==> src/hdl/afsc_pkg.sv <==
// Package for the adaptive frame-skip controller.
// Holds the level, phase and accumulator types, tuning constants and the skip pattern table.
// Used by adaptive_frame_skip_controller; depends on nothing else.
package afsc_pkg;

	localparam int SKIP_LEVELS = 12;
	localparam int LEVEL_W     = 4;
	localparam int PHASE_W     = 4;
	localparam int ACC_W       = 6;

	typedef logic [LEVEL_W-1:0]      level_t;
	typedef logic [PHASE_W-1:0]      phase_t;
	typedef logic signed [ACC_W-1:0] acc_t;

	// Speed thresholds in tenths of a percent
	localparam logic [11:0] SPEED_FAST  = 12'd995;
	localparam logic [11:0] SPEED_SLOW  = 12'd800;
	localparam logic [9:0]  SPEED_BASE  = 10'd900;
	// 1311 / 2^16 approximates 1/50 exactly enough for values up to 900
	localparam logic [10:0] RECIP_50    = 11'd1311;
	localparam int          RECIP_SHIFT = 16;
	localparam level_t      LEVEL_MAX   = level_t'(SKIP_LEVELS - 1);
	localparam level_t      LEVEL_CLOSE = 4'd8;
	localparam logic [31:0] FRAME_MIN   = 32'd24;
	localparam acc_t        ACC_FAST_TOP = 6'sd3;

	// Configuration register indexes
	localparam logic REG_FRAMESKIP = 1'b0;
	localparam logic REG_THROTTLE  = 1'b1;

	// One row per level; bit p set means skip the frame at phase p
	localparam logic [SKIP_LEVELS-1:0] PATTERN_ROM [SKIP_LEVELS] = '{
		12'b000000000000,
		12'b100000000000,
		12'b100000100000,
		12'b100010001000,
		12'b100100100100,
		12'b101001010010,
		12'b101010101010,
		12'b101101011010,
		12'b110110110110,
		12'b111011101110,
		12'b111110111110,
		12'b111111111110
	};

	function automatic logic pattern_bit(level_t lvl, phase_t ph);
		logic result;
		result = 1'b0;
		if ((lvl <= LEVEL_MAX) && (ph <= phase_t'(SKIP_LEVELS - 1))) begin
			result = PATTERN_ROM[lvl][ph];
		end
		return result;
	endfunction

endpackage

==> src/hdl/adaptive_frame_skip_controller.sv <==
// Adaptive frame-skip controller, top level.
// Input register, single-pass tuning logic and result register; APB register port.
// Depends on afsc_pkg.

// The block takes one item per displayed frame and returns one result item per
// frame: the skip bit for the next frame, the current level, and the auto and
// throttle flags. Items are accepted every clock cycle while the result stream does
// not stall; each item passes an input register and then a result register. The
// level tuning runs in closed form within the cycle the item leaves the input
// register, so the state feedback loop through the level, phase and accumulator
// registers sets the one-item-per-cycle rate while the output does not stall.
// Registers: frameskip_setting at byte 0 (-1 selects auto mode), throttle_setting
// at byte 4. Write them only while no item is in flight.
module adaptive_frame_skip_controller (
	input  logic        clk,
	input  logic        arst_n,
	// Input item stream
	input  logic        s_axis_tvalid,
	output logic        s_axis_tready,
	// [0] bitmap_changed, [1] debug_shown, [13:2] speed_tenths, [45:14] core_frame,
	// [46] paused, [47] inc_pressed, [48] dec_pressed, [49] throttle_pressed
	input  logic [55:0] s_axis_tdata,
	// Result item stream
	output logic        m_axis_tvalid,
	input  logic        m_axis_tready,
	// [0] skip_next, [4:1] skip_level, [5] auto_on, [6] throttle_on
	output logic [7:0]  m_axis_tdata,
	// Configuration port
	input  logic        psel,
	input  logic        penable,
	input  logic        pwrite,
	input  logic [2:0]  paddr,
	input  logic [31:0] pwdata,
	output logic [31:0] prdata,
	output logic        pready
);
	import afsc_pkg::*;

	// Input register
	logic        valid_s1;
	logic        drawn_s1;
	logic        dbg_s1;
	logic [11:0] speed_s1;
	logic [31:0] frame_s1;
	logic        pz_s1;
	logic        inc_s1;
	logic        dec_s1;
	logic        thr_s1;

	// Result register
	logic        valid_s2;
	logic        skip_s2;
	level_t      level_s2;
	logic        auto_s2;
	logic        thr_on_s2;

	// Controller state
	level_t      level_q;
	logic        auto_q;
	logic        throttle_q;
	phase_t      phase_q;
	acc_t        acc_q;
	logic        was_paused_q;
	logic        dbg_seen_q;

	logic        advance;
	logic        cfg_wr;

	// Tuning datapath
	logic        was_p;
	logic        tune_en;
	logic        tune_ok;
	logic        fast;
	logic        vslow;
	logic [9:0]  diff;
	logic [20:0] prod;
	acc_t        deficit;
	acc_t        acc_slow;
	acc_t        acc_fast;
	acc_t        acc_neg;
	logic [4:0]  steps;
	logic [4:0]  level_sum;
	level_t      level_tuned;
	acc_t        acc_tuned;
	level_t      level_inc;
	logic        auto_inc;
	level_t      level_dec;
	logic        auto_dec;
	phase_t      phase_next;
	logic        thr_next;

	assign advance       = valid_s1 && (!valid_s2 || m_axis_tready);
	assign s_axis_tready = !valid_s1 || advance;
	assign pready        = 1'b1;
	assign cfg_wr        = psel && penable && pwrite && pready;

	// Tune the level from the measured speed
	always_comb begin
		was_p   = was_paused_q | pz_s1;
		tune_en = drawn_s1 && throttle_q && auto_q && (phase_q == '0);
		tune_ok = tune_en && !was_p && !dbg_seen_q && (frame_s1 > FRAME_MIN);
		fast    = speed_s1 >= SPEED_FAST;
		vslow   = speed_s1 < SPEED_SLOW;
		diff    = SPEED_BASE - speed_s1[9:0];
		prod    = 21'(diff) * 21'(RECIP_50);
		deficit = acc_t'(prod[RECIP_SHIFT +: 5]);

		if (vslow) begin
			acc_slow = acc_q - deficit;
		end else if (level_q < LEVEL_CLOSE) begin
			acc_slow = acc_q - 6'sd1;
		end else begin
			acc_slow = acc_q;
		end
		acc_neg   = -acc_slow;
		acc_fast  = acc_q + 6'sd1;
		steps     = 5'(acc_neg >>> 1);
		level_sum = 5'(level_q) + steps;

		level_tuned = level_q;
		acc_tuned   = acc_q;
		if (tune_ok) begin
			if (fast) begin
				if (acc_fast >= ACC_FAST_TOP) begin
					acc_tuned = '0;
					if (level_q != '0) begin
						level_tuned = level_q - 4'd1;
					end
				end else begin
					acc_tuned = acc_fast;
				end
			end else if (acc_slow <= -6'sd2) begin
				// Each two of deficit raises the level by one
				acc_tuned   = acc_slow[0] ? -6'sd1 : 6'sd0;
				level_tuned = (level_sum > 5'(LEVEL_MAX)) ? LEVEL_MAX : level_sum[3:0];
			end else begin
				acc_tuned = acc_slow;
			end
		end
	end

	// Apply the buttons after tuning and advance the phase
	always_comb begin
		phase_next = (phase_q >= phase_t'(SKIP_LEVELS - 1)) ? '0 : phase_q + 4'd1;

		level_inc = level_tuned;
		auto_inc  = auto_q;
		if (inc_s1) begin
			if (auto_q) begin
				auto_inc  = 1'b0;
				level_inc = '0;
			end else if (level_tuned >= LEVEL_MAX) begin
				auto_inc  = 1'b1;
				level_inc = '0;
			end else begin
				level_inc = level_tuned + 4'd1;
			end
		end

		level_dec = level_inc;
		auto_dec  = auto_inc;
		if (dec_s1) begin
			if (auto_inc) begin
				auto_dec  = 1'b0;
				level_dec = LEVEL_MAX;
			end else if (level_inc == '0) begin
				auto_dec = 1'b1;
			end else begin
				level_dec = level_inc - 4'd1;
			end
		end

		thr_next = throttle_q ^ thr_s1;
	end

	// Capture the input item
	always_ff @(posedge clk or negedge arst_n) begin
		if (!arst_n) begin
			valid_s1 <= 1'b0;
		end else if (s_axis_tready) begin
			valid_s1 <= s_axis_tvalid;
		end
	end

	always_ff @(posedge clk) begin
		if (s_axis_tready && s_axis_tvalid) begin
			drawn_s1 <= s_axis_tdata[0];
			dbg_s1   <= s_axis_tdata[1];
			speed_s1 <= s_axis_tdata[13:2];
			frame_s1 <= s_axis_tdata[45:14];
			pz_s1    <= s_axis_tdata[46];
			inc_s1   <= s_axis_tdata[47];
			dec_s1   <= s_axis_tdata[48];
			thr_s1   <= s_axis_tdata[49];
		end
	end

	// Hold the result until taken
	always_ff @(posedge clk or negedge arst_n) begin
		if (!arst_n) begin
			valid_s2 <= 1'b0;
		end else if (advance) begin
			valid_s2 <= 1'b1;
		end else if (m_axis_tready) begin
			valid_s2 <= 1'b0;
		end
	end

	always_ff @(posedge clk) begin
		if (advance) begin
			skip_s2   <= pattern_bit(level_dec, phase_next);
			level_s2  <= level_dec;
			auto_s2   <= auto_dec;
			thr_on_s2 <= thr_next;
		end
	end

	// Update state on each item or register write
	always_ff @(posedge clk or negedge arst_n) begin
		if (!arst_n) begin
			level_q      <= '0;
			auto_q       <= 1'b1;
			throttle_q   <= 1'b1;
			phase_q      <= '0;
			acc_q        <= '0;
			was_paused_q <= 1'b0;
			dbg_seen_q   <= 1'b0;
		end else if (cfg_wr) begin
			unique case (paddr[2])
				REG_FRAMESKIP: begin
					if (pwdata[4]) begin
						level_q <= '0;
						auto_q  <= 1'b1;
					end else begin
						level_q <= (pwdata[3:0] > LEVEL_MAX) ? LEVEL_MAX : pwdata[3:0];
						auto_q  <= 1'b0;
					end
				end
				REG_THROTTLE: begin
					throttle_q <= pwdata[0];
				end
			endcase
		end else if (advance) begin
			level_q    <= level_dec;
			auto_q     <= auto_dec;
			throttle_q <= thr_next;
			phase_q    <= phase_next;
			acc_q      <= acc_tuned;
			// A tuning entry rearms the pause and debugger guards
			was_paused_q <= tune_en ? pz_s1 : was_p;
			dbg_seen_q   <= dbg_s1 | (dbg_seen_q & !tune_en);
		end
	end

	// Register readback
	always_comb begin
		unique case (paddr[2])
			REG_FRAMESKIP: prdata = auto_q ? '1 : 32'(level_q);
			REG_THROTTLE:  prdata = 32'(throttle_q);
		endcase
	end

	assign m_axis_tvalid = valid_s2;
	assign m_axis_tdata  = {1'b0, thr_on_s2, auto_s2, level_s2, skip_s2};

	a_level_range: assert property (@(posedge clk) disable iff (!arst_n)
		level_q <= LEVEL_MAX) else $error("level out of range");
	a_phase_range: assert property (@(posedge clk) disable iff (!arst_n)
		phase_q <= phase_t'(SKIP_LEVELS - 1)) else $error("phase out of range");
	a_acc_range: assert property (@(posedge clk) disable iff (!arst_n)
		(acc_q >= -6'sd1) && (acc_q <= 6'sd2)) else $error("accumulator out of range");
	a_result_follows: assert property (@(posedge clk) disable iff (!arst_n)
		advance |=> m_axis_tvalid) else $error("result not registered");
	a_ready_when_empty: assert property (@(posedge clk) disable iff (!arst_n)
		!valid_s1 |-> s_axis_tready) else $error("input stalled while empty");

endmodule

==> config.mk <==
export PLATFORM = sky130hd
export DESIGN_NAME = adaptive_frame_skip_controller
export DESIGN_NICKNAME = d
export VERILOG_FILES = /design/src/hdl/afsc_pkg.sv /design/src/hdl/adaptive_frame_skip_controller.sv
export SDC_FILE = /design/constraint.sdc
export NUM_CORES = 1
export LEC_CHECK = 0
export BUFFER_PORTS_ARGS = -buffer_cell sky130_fd_sc_hd__buf_2
export CORE_ASPECT_RATIO = 1.2
export CORE_MARGIN = 4
export CORE_UTILIZATION = 51
export CTS_CLUSTER_SIZE = 24
export DETAILED_ROUTE_END_ITERATION = 12
export PLACE_DENSITY = 0.9
export SKIP_LAST_GASP = 1
export SLEW_MARGIN = 10
export SYNTH_ARGS = -nofsm -noshare
export SYNTH_HDL_FRONTEND = slang
export SYNTH_SLANG_ARGS = --single-unit
==> constraint.sdc <==
create_clock -name clk -period 12.3 [get_ports clk]
set_clock_uncertainty 0.05 [all_clocks]
set_input_delay 2.46 -clock clk [delete_from_list [all_inputs] [get_ports clk]]
set_output_delay 2.46 -clock clk [all_outputs]
set_load 0.02 [all_outputs]
# Word-level counts from Yosys, hierarchy flattened
# Memories as Yosys holds them, arrays and structs flattened.
# Cells that the tools add are included.
classes:
  n_mux: 46
  n_addsub: 10
  shift: 0
  order_cmp: 14
  eq_ne: 2
  mul: 1
  div: 0
  reduce_logical: 27
  bitwise_logic: 7
op_table:
  columns: ["cell", "n"]
  rows:
  - ["4-bit two-way mux", 18]
  - ["32-bit one-hot mux with 2 select lines", 1]
  - ["6-bit two-way mux", 6]
  - ["32-bit by 5-bit greater-than comparator with 1-bit output (second input constant)", 1]
  - ["32-bit two-way mux", 1]
  - ["12-bit two-way mux", 2]
  - ["10-bit by 11-bit multiplier with 21-bit output (second input constant)", 1]
  - ["1-bit two-way mux", 17]
  - ["12-bit by 10-bit >= comparator with 1-bit output (second input constant)", 1]
  - ["12-bit by 10-bit < comparator with 1-bit output (second input constant)", 1]
  - ["1-bit logical AND", 11]
  - ["10-bit subtractor (first input constant)", 1]
  - ["4-bit by 1-bit adder with 4-bit output (second input constant)", 2]
  - ["4-bit >= comparator (second input constant)", 2]
  - ["4-bit <= comparator (second input constant)", 2]
  - ["4-bit logical NOT", 2]
  - ["4-bit by 1-bit subtractor with 4-bit output (second input constant)", 2]
  - ["6-bit by 2-bit adder with 6-bit output (second input constant)", 1]
  - ["6-bit by 3-bit >= comparator with 1-bit output (second input constant)", 1]
  - ["6-bit by 2-bit <= comparator with 1-bit output (second input constant)", 1]
  - ["6-bit negator", 1]
  - ["2-bit AND reduction", 3]
  - ["6-bit by 2-bit subtractor with 6-bit output (second input constant)", 1]
  - ["6-bit subtractor", 1]
  - ["18 further kinds", 27]
totals:
  in_bits: 98
  romBits: 192
  output_inout_bits: 43
  ram_bits: 0
  latchBits: 0
  reg_bits: 77
  n_memories: 1
  elab_cells: 129
mem_list:
  columns: ["name", "depth", "width", "rd", "rd_clocked_by_memory_dff", "wr", "line_no", "text"]
  rows:
  - ["(no name shown)", 16, 12, 1, 0, 0, "afsc_pkg.sv:51", "result = PATTERN_ROM[lvl][ph];"]

# Longest topological paths before layout
# Gate-level depths: netlist (run 1).
depth:
  word_depth: 25
  depth_mapped: 57
  ltp_nobuf: 57

# Least setup slack after synthesis (run 1)
# No wires, ideal clock.
synth_timing:
  kind: "flip-flop to flip-flop"
  start: "reg speed_s1[0]"
  end: "reg skip_s2 (data pin)"
  required_ns: 11.979
  arrival_ns: 11.254
  stages_incl_launch_ff: 57
  n_path_buf: 0
  setup_time_ns: 0.271
  path_slack_ns: 0.725
  synth_period_minus_slack_ns: 11.575
  cell_sequence: "edfxtp_1 inv_1 ha_1 nor2b_1 nor4_1 inv_1 o21ai_0 xor2_1 inv_1 ha_1 inv_1 ha_1 a21oi_1 inv_1 fa_1 inv_1 fa_1 fa_1 [... 21 more ...] o2111ai_1 a21oi_1 inv_1 ha_1 o21ai_0 a41o_1 inv_1 ha_1 o211ai_1 mux2i_1 nand2_1 o21ai_0 inv_1 ha_1 mux2i_1 o31ai_2 a2111oi_4 o32ai_2"
synth_via:
  elab_chain_len: 25
  elab_cells_between_ends: 35
  cone_classes: "add/sub: 6; mul: 1; order compare: 6; mux: 18; bitwise: 1; reduce/logical: 2; memory: 1"
synth_rtl:
  columns: ["element", "line_no", "text"]
  rows:
  - ["start: declaration", "adaptive_frame_skip_controller.sv:43", "logic [11:0] speed_s1;"]
  - ["start signal: assignment", "adaptive_frame_skip_controller.sv:189", "speed_s1 <= s_axis_tdata[13:2];"]
  - ["10-bit subtractor", "adaptive_frame_skip_controller.sv:104", "diff = SPEED_BASE - speed_s1[9:0];"]
  - ["10-bit by 11-bit multiplier with 21-bit output", "adaptive_frame_skip_controller.sv:105", "prod = 21'(diff) * 21'(RECIP_50);"]
  - ["6-bit subtractor", "adaptive_frame_skip_controller.sv:109", "acc_slow = acc_q - deficit;"]
  - ["6-bit two-way mux", "adaptive_frame_skip_controller.sv:108", "if (vslow) begin"]
  - ["6-bit negator", "adaptive_frame_skip_controller.sv:115", "acc_neg = -acc_slow;"]
  - ["4-bit by 5-bit adder with 5-bit output", "adaptive_frame_skip_controller.sv:118", "level_sum = 5'(level_q) + steps;"]
  - ["5-bit by 4-bit greater-than comparator with 1-bit output", "adaptive_frame_skip_controller.sv:135", "level_tuned = (level_sum > 5'(LEVEL_MAX)) ? LEVEL_MAX : level_sum[3:0];"]
  - ["4-bit two-way mux", "adaptive_frame_skip_controller.sv:135", null]
  - ["[... 9 more ...]", null, null]
  - ["4-bit two-way mux", "adaptive_frame_skip_controller.sv:163", "if (auto_inc) begin"]
  - ["4-bit two-way mux *", "adaptive_frame_skip_controller.sv:162", "if (dec_s1) begin"]
  - ["via level_dec[1]", "adaptive_frame_skip_controller.sv:87", "level_t level_dec;"]
  - ["4-bit inverter with 5-bit output (implied by the code)", "afsc_pkg.sv:51", null]
  - ["memory 16 x 12 bit", null, null]
  - ["12-bit two-way mux (implied by the code) (2 in a row)", "afsc_pkg.sv:51", null]
  - ["1-bit binary-select mux with 4-bit select", "afsc_pkg.sv:51", null]
  - ["1-bit two-way mux (implied by the code)", "afsc_pkg.sv:51", null]
  - ["end signal: assignment", "adaptive_frame_skip_controller.sv:211", "skip_s2 <= pattern_bit(level_dec, phase_next);"]
  - ["end: declaration", "adaptive_frame_skip_controller.sv:52", "logic skip_s2;"]
# Mark *: on every way through the listed nets, which the timed path passes. The rest lies on a longest branch. The select of a mux whose other input is x is not followed.
# A chain may end at the register's enable or synchronous reset.

==> qor.yml, run 1 <==
cp.arrival_ns: 9.48
outcome: "finished, final reports clean"
cts_tree: "done"
crit_fanout: 5
grt_pass1_wl_um: 23900
maxCapViolations: 0
syn_area_mm2: 0.00693
slowest_delay_ns: 0.54
slew_headroom_pct: 23.6
max_freq_ghz: 0.0834
postSynthAreaPerCell_um2: 10.2
hold_violations: 0
drive_gt1_share_pct: 26.2
ys_top_cells_by_count: "99 x ha_1, 79 x inv_1, 57 x edfxtp_1"
die_h_um: 136
port_buffers: 103
grt_max_degree: 51
path_delay_family: "adder cells"
cts.sinks: 77
maxSlewViolCount: 0
utilization_pct: 60.2
worst_ir_drop_vdd_v: 0.000200
clkTransAtPathRegs_ns: 0.07
leakagePower_nw: 3.73
synth-edff-count: 57
antenna_found_initial: 0
worstSkewPairLatency_ns: 0.34
num_antenna_cells: 0
dpl.cell_count: 921
cts_buffer_depth: 2
fillerInstances: 1000
synth_top_family_by_area: "adder cells"
fin_cells: 948
synthMostInstantiatedCell: "ha_1"
tightest_slew_ns: 1.15
yosys_register_bits: 77
async_flop_share_pct: 26.0
p_total_mw: 1.99
postRouteWirelength_um: 15200
grt_pass1_vias: 5204
slowest_stage: "fa_1"
min_period_over_period_pct: 97.5
hpwl_um: 11200
path_class: "register to primary output"
yosysWarnings: 0
crit_buf_inv: 9
synth_compound_area_share_pct: 15.8
synth_xor_xnor_area_share_pct: 3.90
drc_errors: 0
synth-main-ff-cell: "edfxtp_1"
dp_slack_ns: -0.00315
fin_crit_ns: 11.99
gr-total-overflow: 0
numCtsBuffers: 9
muxShareOfSynthArea_pct: 1.06
core_mm2: 0.0133
yosys.area_share.simple_pct: 13.3
yosysTopAreaCellShare_pct: 24.7
synthAdderAreaFrac_pct: 25.1
finalNetCount: 997
die_area_mm2: 0.0155
vias: 5407
ys_types: 93
grtUsageTotal_pct: 18.8
end_kind: "primary output"
detail-route-antenna-nets: 0
start_kind: "register"
place.gp.congestion: 0.888
regArea_mm2: 0.00221
setup_viol: 0
critPathRequiredTime_ns: 9.79
die_w_um: 114
setup_ws_ns: 0.313
first_iter_violations: 294
ios: 141
synthCells: 682
via_per_inst: 5.70
htreeDepth: 3
drt_first_pass_iters: 5
multi_input_area_mm2: 0.00427
r2r_slack_ns: 0.37
avgRoutedWirePerCell_um: 16.0
tns_ns: 0
start_util_pct: 52.1
rows: 46
cts_root_buffer: "clkbuf_16"
synth_area_leaders: "edfxtp_1 25%, ha_1 18%, fa_1 7.2%"
power_density_mw_per_mm2: 248
hold_path_class: "register to register"
synth_largest_area_cell: "edfxtp_1"
cpMostUsedCell: "inv_1"
synth_nets: 904
ys_seq_area_share_pct: 31.9
syn_to_final_growth_pct: 15.5
[power by group]
group          switching (mW)  internal [mW]  total, mW
Sequential             0.0389          0.324      0.363
Combinational           0.747          0.609       1.36
Clock                   0.122          0.145      0.267
Total                   0.908           1.08       1.99
[layout by cell type (no fill, tap or decap), drive strengths merged, types with 7 or more instances in the layout]
cell and count:
nand2 52, nand3 13, nor2 42, buf 128, a21oi 25, a21o 10, fa 25, edfxtp 57
xnor2 16, nor2b 7, inv 85, and3 9, nor3 7, ha 99, o21ai 31, clkbuf 9
nor4 9, a31oi 7, xor2 14, dfrtp 18
[per-layer routing]
metal	vias to the layer above	global-route usage, %	part of all wire [%]
met4	0	5.28	1.9
met5	-	0	0
met2	180	35.3	55
li1	2595	-	-
met3	27	2.59	4.4
met1	2605	22.2	38
[flip-flops by register name, summed over array words and instances, names as in the netlist]
| name | flops |
|---|---|
| valid_s1 | 1 |
| level_q | 4 |
| phase_q | 4 |
| acc_q | 6 |
| frame_s1 | 32 |
| skip_s2 | 1 |
| m_axis_tvalid | 1 |
| auto_q | 1 |
| dec_s1 | 1 |
| level_s2 | 4 |
| thr_on_s2 | 1 |
| drawn_s1 | 1 |
| dbg_s1 | 1 |
| dbg_seen_q | 1 |
| pz_s1 | 1 |
| speed_s1 | 12 |
| was_paused_q | 1 |
| auto_s2 | 1 |
| throttle_q | 1 |
| inc_s1 | 1 |
| thr_s1 | 1 |
[worst reg2reg max path, delay by kind of cell (launching register included)]
| family | cells | cell delay, ns |
|---|---|---|
| muxes | 2 | 0.49 |
| buffers and inverters | 10 | 0.91 |
| and+or+nand+nor | 12 | 1.75 |
| xor gates and xnor gates | 4 | 0.84 |
| DFF | 1 | 0.42 |
| adders and majority gates | 12 | 3.95 |
| AOI/OAI and AO/OA | 16 | 3.25 |
[kinds of logic (layout without fill, tap and decap cells)]
logic type	Yosys count	in the layout
simple gates	179	179
other cells	2	2
compound gates	138	138
fa+ha+maj	124	124
mux	6	6
xor+xnor	30	30
flops	77	77
buf+inv	126	224
[metrics by stage]
step           hold WS [ns]  instance area (um^2)
2_1_floorplan         0.399                  6930
3_3_place_gp          0.414                  7460
3_5_place_dp          0.417                  7460
4_1_cts               0.436                  7780
5_1_grt               0.467                  8010
6_report              0.435                  8010
[layout make-up]
type | count | share of cell area, %
clock inverter | 7 | 1.02
clock buffer | 9 | 2.81
multi-input combinational | 479 | 53.3
tap | 168 | 2.62
inverter | 80 | 3.75
sequential | 77 | 27.7
timing repair buffer | 128 | 8.81
[what timing repair did]
| action | CTS | global route |
|---|---|---|
| buffers inserted | 0 | 11 |
| pin swaps | 1 | 17 |
| setup endpoints to repair | 2 | 4 |
| hold endpoints to repair | 0 | 0 |
| gates resized for setup | 5 | 30 |
| hold buffers | 0 | 0 |
[final timing paths]
path / start / endpoint / cells after the start
worst max register to register: speed_s1[1] / skip_s2 / 56
worst min register to register: dbg_s1 / dbg_seen_q / 1
worst max-delay path: speed_s1[1] / prdata[3] / 44
max in group asynchronous: arst_n / auto_q / 1
worst min-delay path: dbg_s1 / dbg_seen_q / 1
min in group asynchronous: arst_n / valid_s1 / 1
Power figures use the tool's default switching activity.
==> run 2: changes to the inputs <==
Settings changed: CORE_UTILIZATION 51 to 55, PLACE_DENSITY 0.9 to 0.92.
Clock period 12.3 ns to 11.8 ns, I/O delays scaled along.
==> run 2 against run 1 <==
  * Combinational power is 12% higher
  * Cell count is 0.84% higher
  * The flow now finishes with violations (negative setup slack)
  * Largest cell class unchanged
  * Die area is 6.8% lower
  * Register-to-register slack worse by 0.19 ns
  * Worst setup slack worse by 0.36 ns
  * Global-route usage is 1.7 points higher
  * Clock power is 2% higher
  * Via count is 2.7% higher
  * Wire length is 9.0% higher
  * Clock-buffer cell count stayed put
  * Hold slack better by 0.0046 ns
==> qor.yml, run 2 (synthesis gave the netlist of run 1 again) <==
grt_pass1_vias: 5505  # +5.8%
min_period_over_period_pct: 100
grtUsageTotal_pct: 20.5  # +1.7 points
tns_ns: -0.0437  # -0.0437 ns
slowest_delay_ns: 0.52  # -0.02 ns
via_per_inst: 5.81  # +1.8%
avgRoutedWirePerCell_um: 17.3  # +8.1%
path_class: "register to primary output"
rows: 44  # -4.3%
postRouteWirelength_um: 16600  # +9.0%
cts_tree: "done"
startpoint: "speed_s1[0]"
numCtsBuffers: 9  # unchanged
drive_gt1_share_pct: 30.7  # +4.5 points
port_buffers: 103  # unchanged
maxCapViolations: 0  # unchanged
leakagePower_nw: 3.83  # +2.6%
detail-route-antenna-nets: 0  # unchanged
grt_max_degree: 51  # unchanged
cp.arrival_ns: 9.43  # -0.05 ns
setup_ws_ns: -0.0437  # -0.356 ns
antenna_found_initial: 0  # unchanged
grt_pass1_wl_um: 24500  # +2.6%
ios: 141  # unchanged
clkTransAtPathRegs_ns: 0.06  # about the same
maxSlewViolCount: 0  # unchanged
power_density_mw_per_mm2: 263  # +6.1%
regMostFlops: "frame_s1"
start_kind: "register"
rsz0062_at_grt: "yes"
slowest_stage: "fa_1"
dp_slack_ns: -0.215  # -0.212 ns
hold_violations: 0  # unchanged
tightest_slew_ns: 1.12  # -0.0214 ns
r2r_start: "speed_s1[0]"
vias: 5553  # +2.7%
largest_reg_flops: 32  # unchanged
finalNetCount: 1012  # +1.5%
use_met1_pct: 21.7  # -0.50 points
outcome: "finished, violations left"
cts.sinks: 77  # unchanged
cts_root_buffer: "clkbuf_16"
violations: "negative setup slack"
max_freq_ghz: 0.0844
grt.met3_usage_pct: 3.82  # +1.2 points
cts_buffer_depth: 2  # unchanged
drt_first_pass_iters: 5  # unchanged
busiest_layer: "met2"
crit_fanout: 4  # -1
worstSkewPairLatency_ns: 0.34  # about the same
hpwl_um: 11400  # +1.8%
layout_common_cells: "102 x buf_2, 92 x ha_1, 70 x inv_1"
fin_crit_ns: 11.84
biggestRegsByFlops: "frame_s1: 32 flops, speed_s1: 12 flops, acc_q: 6 flops"
core_mm2: 0.0122  # -8.1%
place.gp.congestion: 0.890  # +0.21%
die_w_um: 110  # -3.4%
slew_headroom_pct: 25.0  # +1.4 points
die_h_um: 131  # -3.5%
drc_errors: 0  # unchanged
setup_viol: 1  # +1
hp-start: "dbg_s1"
first_iter_violations: 327  # +11%
start_util_pct: 56.7  # +4.6 points
die_area_mm2: 0.0145  # -6.8%
path_delay_family: "adder cells"
num_antenna_cells: 0  # unchanged
hold_path_class: "register to register"
ctsHoldBuffers: 0  # unchanged
worst_ir_drop_vdd_v: 0.000240  # +20%
critPathRequiredTime_ns: 9.39  # -0.40 ns
htreeDepth: 3  # unchanged
syn_to_final_growth_pct: 19.2
met2_usage_pct: 39.6  # +4.4 points
layout_commonest_cell: "buf_2"
fillerInstances: 838  # -16%
gr-total-overflow: 0  # unchanged
end_kind: "primary output"
crit_buf_inv: 9  # unchanged
[run 2: cell types whose count changed in the layout (fill, tap and decap cells not counted), moves of 3 or more]
| cell | change |
|---|---|
| ha_1 | -3 |
| inv_1 | -8 |
| buf_4 | +13 |
| inv_2 | +8 |
[run 2: area by class of cell]
type / count / area [um^2] / share of cell area (%)
multi-input cells: 479 / 4420 / 53.5
flip-flops and latches: 77 / 2210 / 26.8
repair buffers: 143 / 826 / 9.99
inverters: 80 / 300 / 3.63
clock buffers: 9 / 225 / 2.72
well taps: 161 / 201 / 2.44
clock inverters: 7 / 80.1 / 0.969
[run 2: timing repair]
item                                    in CTS  in global routing
pin swaps                                    7                 37
setup buffers                                6                 16
hold endpoints to repair                     0                  0
resized for setup                           15                 56
endpoints found under the setup margin       2                  8
[run 2: final timing paths]
kind,end,slack [ns],cells past startpoint
min,dbg_seen_q,0.44,1
max in group asynchronous,throttle_q,9.43,1
max,prdata[3],-0.04,42
min in group asynchronous,phase_q[0],1.92,1
max reg2reg,skip_s2,0.18,56
min reg2reg,dbg_seen_q,0.44,1
[run 2: metal layers]
layer	wire length, um	part of all wire, %
met4	690	4.2
met5	0	0
met2	9120	55
met3	864	5.2
met1	5880	36
[run 2: metrics by stage]
step	instances	total power [mW]	util, %	hold WS, ns	area (um^2)
after floorplan	682	1.34	-	0.399	6930
final	956	2.17	67.6	0.439	8270
after global routing	956	2.35	67.6	0.468	8270
after global placement	918	1.53	61.2	0.408	7480
after CTS	940	1.95	64.7	0.443	7910
after detailed placement	918	1.60	61.2	0.417	7480
[run 2: power by group]
| group | internal (mW) | leakage [nW] | switching [mW] |
|---|---|---|---|
| clock network | 0.150 | 0.146 | 0.123 |
| registers | 0.338 | 0.785 | 0.0429 |
| logic | 0.694 | 2.90 | 0.826 |
| total | 1.18 | 3.83 | 0.993 |
==> run 3: changes to the inputs <==
Settings changed: ABC_AREA set to 1.
==> run 3 against run 2 <==
  * The run now ends clean
  * Largest power group unchanged
  * Fmax is 7.8% higher
  * Critical path type is now register to register
  * Clock-buffer cell count stayed put
  * Die area is 1.5% higher
  * Cell count is 12% higher
  * Hold slack worse by 0.022 ns
  * Highest routed layer unchanged
  * Sequential power hardly changed
  * First-iteration DRC count is 4.9% higher
  * Utilization is 4.0 points lower
==> qor.yml, run 3 <==
synth_compound_area_share_pct: 7.44  # -8.4 points
htreeDepth: 3  # unchanged
drt_first_pass_iters: 7  # +2
cts_tree: "done"
grt_pass1_wl_um: 25100  # +2.4%
hold_ws_ns: 0.417  # -0.0218 ns
clkTransAtPathRegs_ns: 0.06  # about the same
fillerInstances: 952  # +14%
die_h_um: 132  # +0.74%
utilization_pct: 63.7  # -4.0 points
ctsHoldBuffers: 0  # unchanged
gr-total-overflow: 0  # unchanged
synth_xor_xnor_area_share_pct: 2.61  # -1.3 points
numCtsBuffers: 9  # unchanged
layout_commonest_cell: "nand2_1"
cp.arrival_ns: 11.03  # +1.60 ns
drive_gt1_share_pct: 23.2  # -7.5 points
drc_errors: 0  # unchanged
place.gp.congestion: 0.943  # +5.9%
finalNetCount: 1126  # +11%
path_class: "register to register"
layout_common_cells: "143 x nand2_1, 134 x inv_1, 103 x buf_2"
worst_ir_drop_vdd_v: 0.000178  # -26%
critPathRequiredTime_ns: 11.83  # +2.44 ns
path_delay_family: "adder cells"
die_area_mm2: 0.0147  # +1.5%
synthAdderAreaFrac_pct: 24.7  # -0.39 points
syn_to_final_growth_pct: 14.0
maxSlewViolCount: 0  # unchanged
slowest_delay_ns: 0.54  # +0.02 ns
max_freq_ghz: 0.0910  # +7.8%
end_kind: "register"
regMostFlops: "frame_s1"
power_density_mw_per_mm2: 257  # -2.2%
yosys.area_share.simple_pct: 21.7  # +8.4 points
grtUsageTotal_pct: 20.4  # -0.13 points
synth_largest_area_cell: "edfxtp_1"
crit_fanout: 7  # +3
worstSkewPairLatency_ns: 0.34  # about the same
vias: 5767  # +3.9%
ys_types: 48  # -48%
hpwl_um: 11700  # +2.4%
cts_buffer_depth: 2  # unchanged
synthCells: 812  # +19%
maxCapViolations: 0  # unchanged
antenna_found_initial: 0  # unchanged
muxShareOfSynthArea_pct: 0  # -1.1 points
min_period_over_period_pct: 93.1  # -7.2 points
outcome: "finished, final reports clean"
via_per_inst: 5.37  # -7.5%
crit_buf_inv: 14  # +5
synth_area_leaders: "edfxtp_1 24%, ha_1 18%, nand2_1 7.8%"
biggestRegsByFlops: "frame_s1: 32 flops, speed_s1: 12 flops, acc_q: 6 flops"
largest_reg_flops: 32  # unchanged
synthMostInstantiatedCell: "nand2_1"
core_mm2: 0.0126  # +3.2%
synth-main-ff-cell: "edfxtp_1"
cts_root_buffer: "clkbuf_16"
synth_top_family_by_area: "adder cells"
num_antenna_cells: 0  # unchanged
ios: 141  # unchanged
synth-edff-count: 57  # unchanged
postSynthAreaPerCell_um2: 8.67  # -15%
ys_top_cells_by_count: "147 x nand2_1, 140 x inv_1, 99 x ha_1"
hold_path_class: "register to register"
first_iter_violations: 343  # +4.9%
slowest_stage: "fa_1"
async_flop_share_pct: 26.0  # unchanged
start_util_pct: 55.8  # -0.88 points
leakagePower_nw: 4.14  # +8.1%
tightest_slew_ns: 0.993  # -0.132 ns
yosysTopAreaCellShare_pct: 24.3  # -0.39 points
grt_pass1_vias: 5616  # +2.0%
port_buffers: 103  # unchanged
syn_area_mm2: 0.00704  # +1.6%
cts.sinks: 77  # unchanged
avgRoutedWirePerCell_um: 14.3  # -17%
rows: 45  # +2.3%
ys_seq_area_share_pct: 31.4  # -0.50 points
slew_headroom_pct: 33.7  # +8.7 points
yosys_register_bits: 77  # unchanged
yosysWarnings: 0  # unchanged
start_kind: "register"
die_w_um: 111  # +0.73%
grt_max_degree: 51  # unchanged
postRouteWirelength_um: 15400  # -7.2%
fin_crit_ns: 10.99  # -0.853 ns
hold_violations: 0  # unchanged
detail-route-antenna-nets: 0  # unchanged
cpMostUsedCell: "nand2_1"
synth_nets: 1034  # +14%
setup_viol: 0  # -1
## run 3: cell count changes after synthesis, sizes merged, moves of 8 or more
cell / before / now
nor2: 42 / 55
and3: 9 / 1
nand2: 52 / 168
clkbuf: 9 / 1
nand4: 3 / 12
inv: 80 / 149
nand3: 13 / 62
## run 3: routing by layer
layer / share of wire, % / track usage [%] / vias to the layer above
met5: 0 / 0 / -
met4: 2.6 / 6.90 / 0
met3: 4.9 / 3.26 / 45
met2: 54 / 39.1 / 210
met1: 38 / 22.7 / 2691
li1: - / - / 2821
## run 3: metrics by stage
stage	power, mW	setup WS (ns)	TNS (ns)	area, um^2	std cells
global route	2.30	-0.0501	-0.0501	8030	1073
floorplan	1.40	1.53	0	7040	812
finish	2.07	0.809	0	8030	1073
CTS	1.98	0.294	0	7850	1062
global placement	1.59	0.753	0	7510	1046
detailed placement	1.66	0.425	0	7510	1046
## run 3: kinds of logic (layout without fill, tap and decap cells)
| group | Yosys count | after routing |
|---|---|---|
| adders and majority gates | 124 | 124 |
| other | 2 | 2 |
| buffers and inverters | 186 | 283 |
| xor gates and xnor gates | 21 | 21 |
| DFF | 77 | 77 |
| and+or+nand+nor | 316 | 316 |
| AOI/OAI and AO/OA | 86 | 86 |
## run 3: power breakdown
| part | internal (mW) | switching [mW] |
|---|---|---|
| clock network | 0.189 | 0.115 |
| logic | 0.546 | 0.835 |
| registers | 0.344 | 0.0369 |
## run 3: worst min-delay path: cells and delay by family (launching register included)
family             cells  cell delay (ns)
DFF                    1             0.32
AOI/OAI and AO/OA      1             0.06
and+or+nand+nor        1             0.05
## run 3: cell type report
cell class	count	area, um^2	area share (%)
Clock inverter	7	108	1.34
Multi-Input combinational cell	549	4080	50.8
Timing Repair Buffer	118	628	7.82
Inverter	149	567	7.06
Sequential cell	77	2210	27.6
Clock buffer	9	225	2.81
Tap cell	164	205	2.56
## run 3: path summary, 6_finish.rpt
path	slack (ns)	endpoint	cells past startpoint	startpoint
min in group asynchronous	1.93	acc_q[4]	1	arst_n
max in group asynchronous	9.42	auto_q	1	arst_n
setup reg to reg	0.81	skip_s2	71	speed_s1[1]
setup / recovery	0.81	skip_s2	71	speed_s1[1]
hold reg to reg	0.42	dbg_seen_q	2	dbg_s1
hold / removal	0.42	dbg_seen_q	2	dbg_s1
## run 3: what timing repair did
action	in CTS	in global routing
buffers inserted	0	11
resized for setup	0	29
setup endpoints to repair	0	1
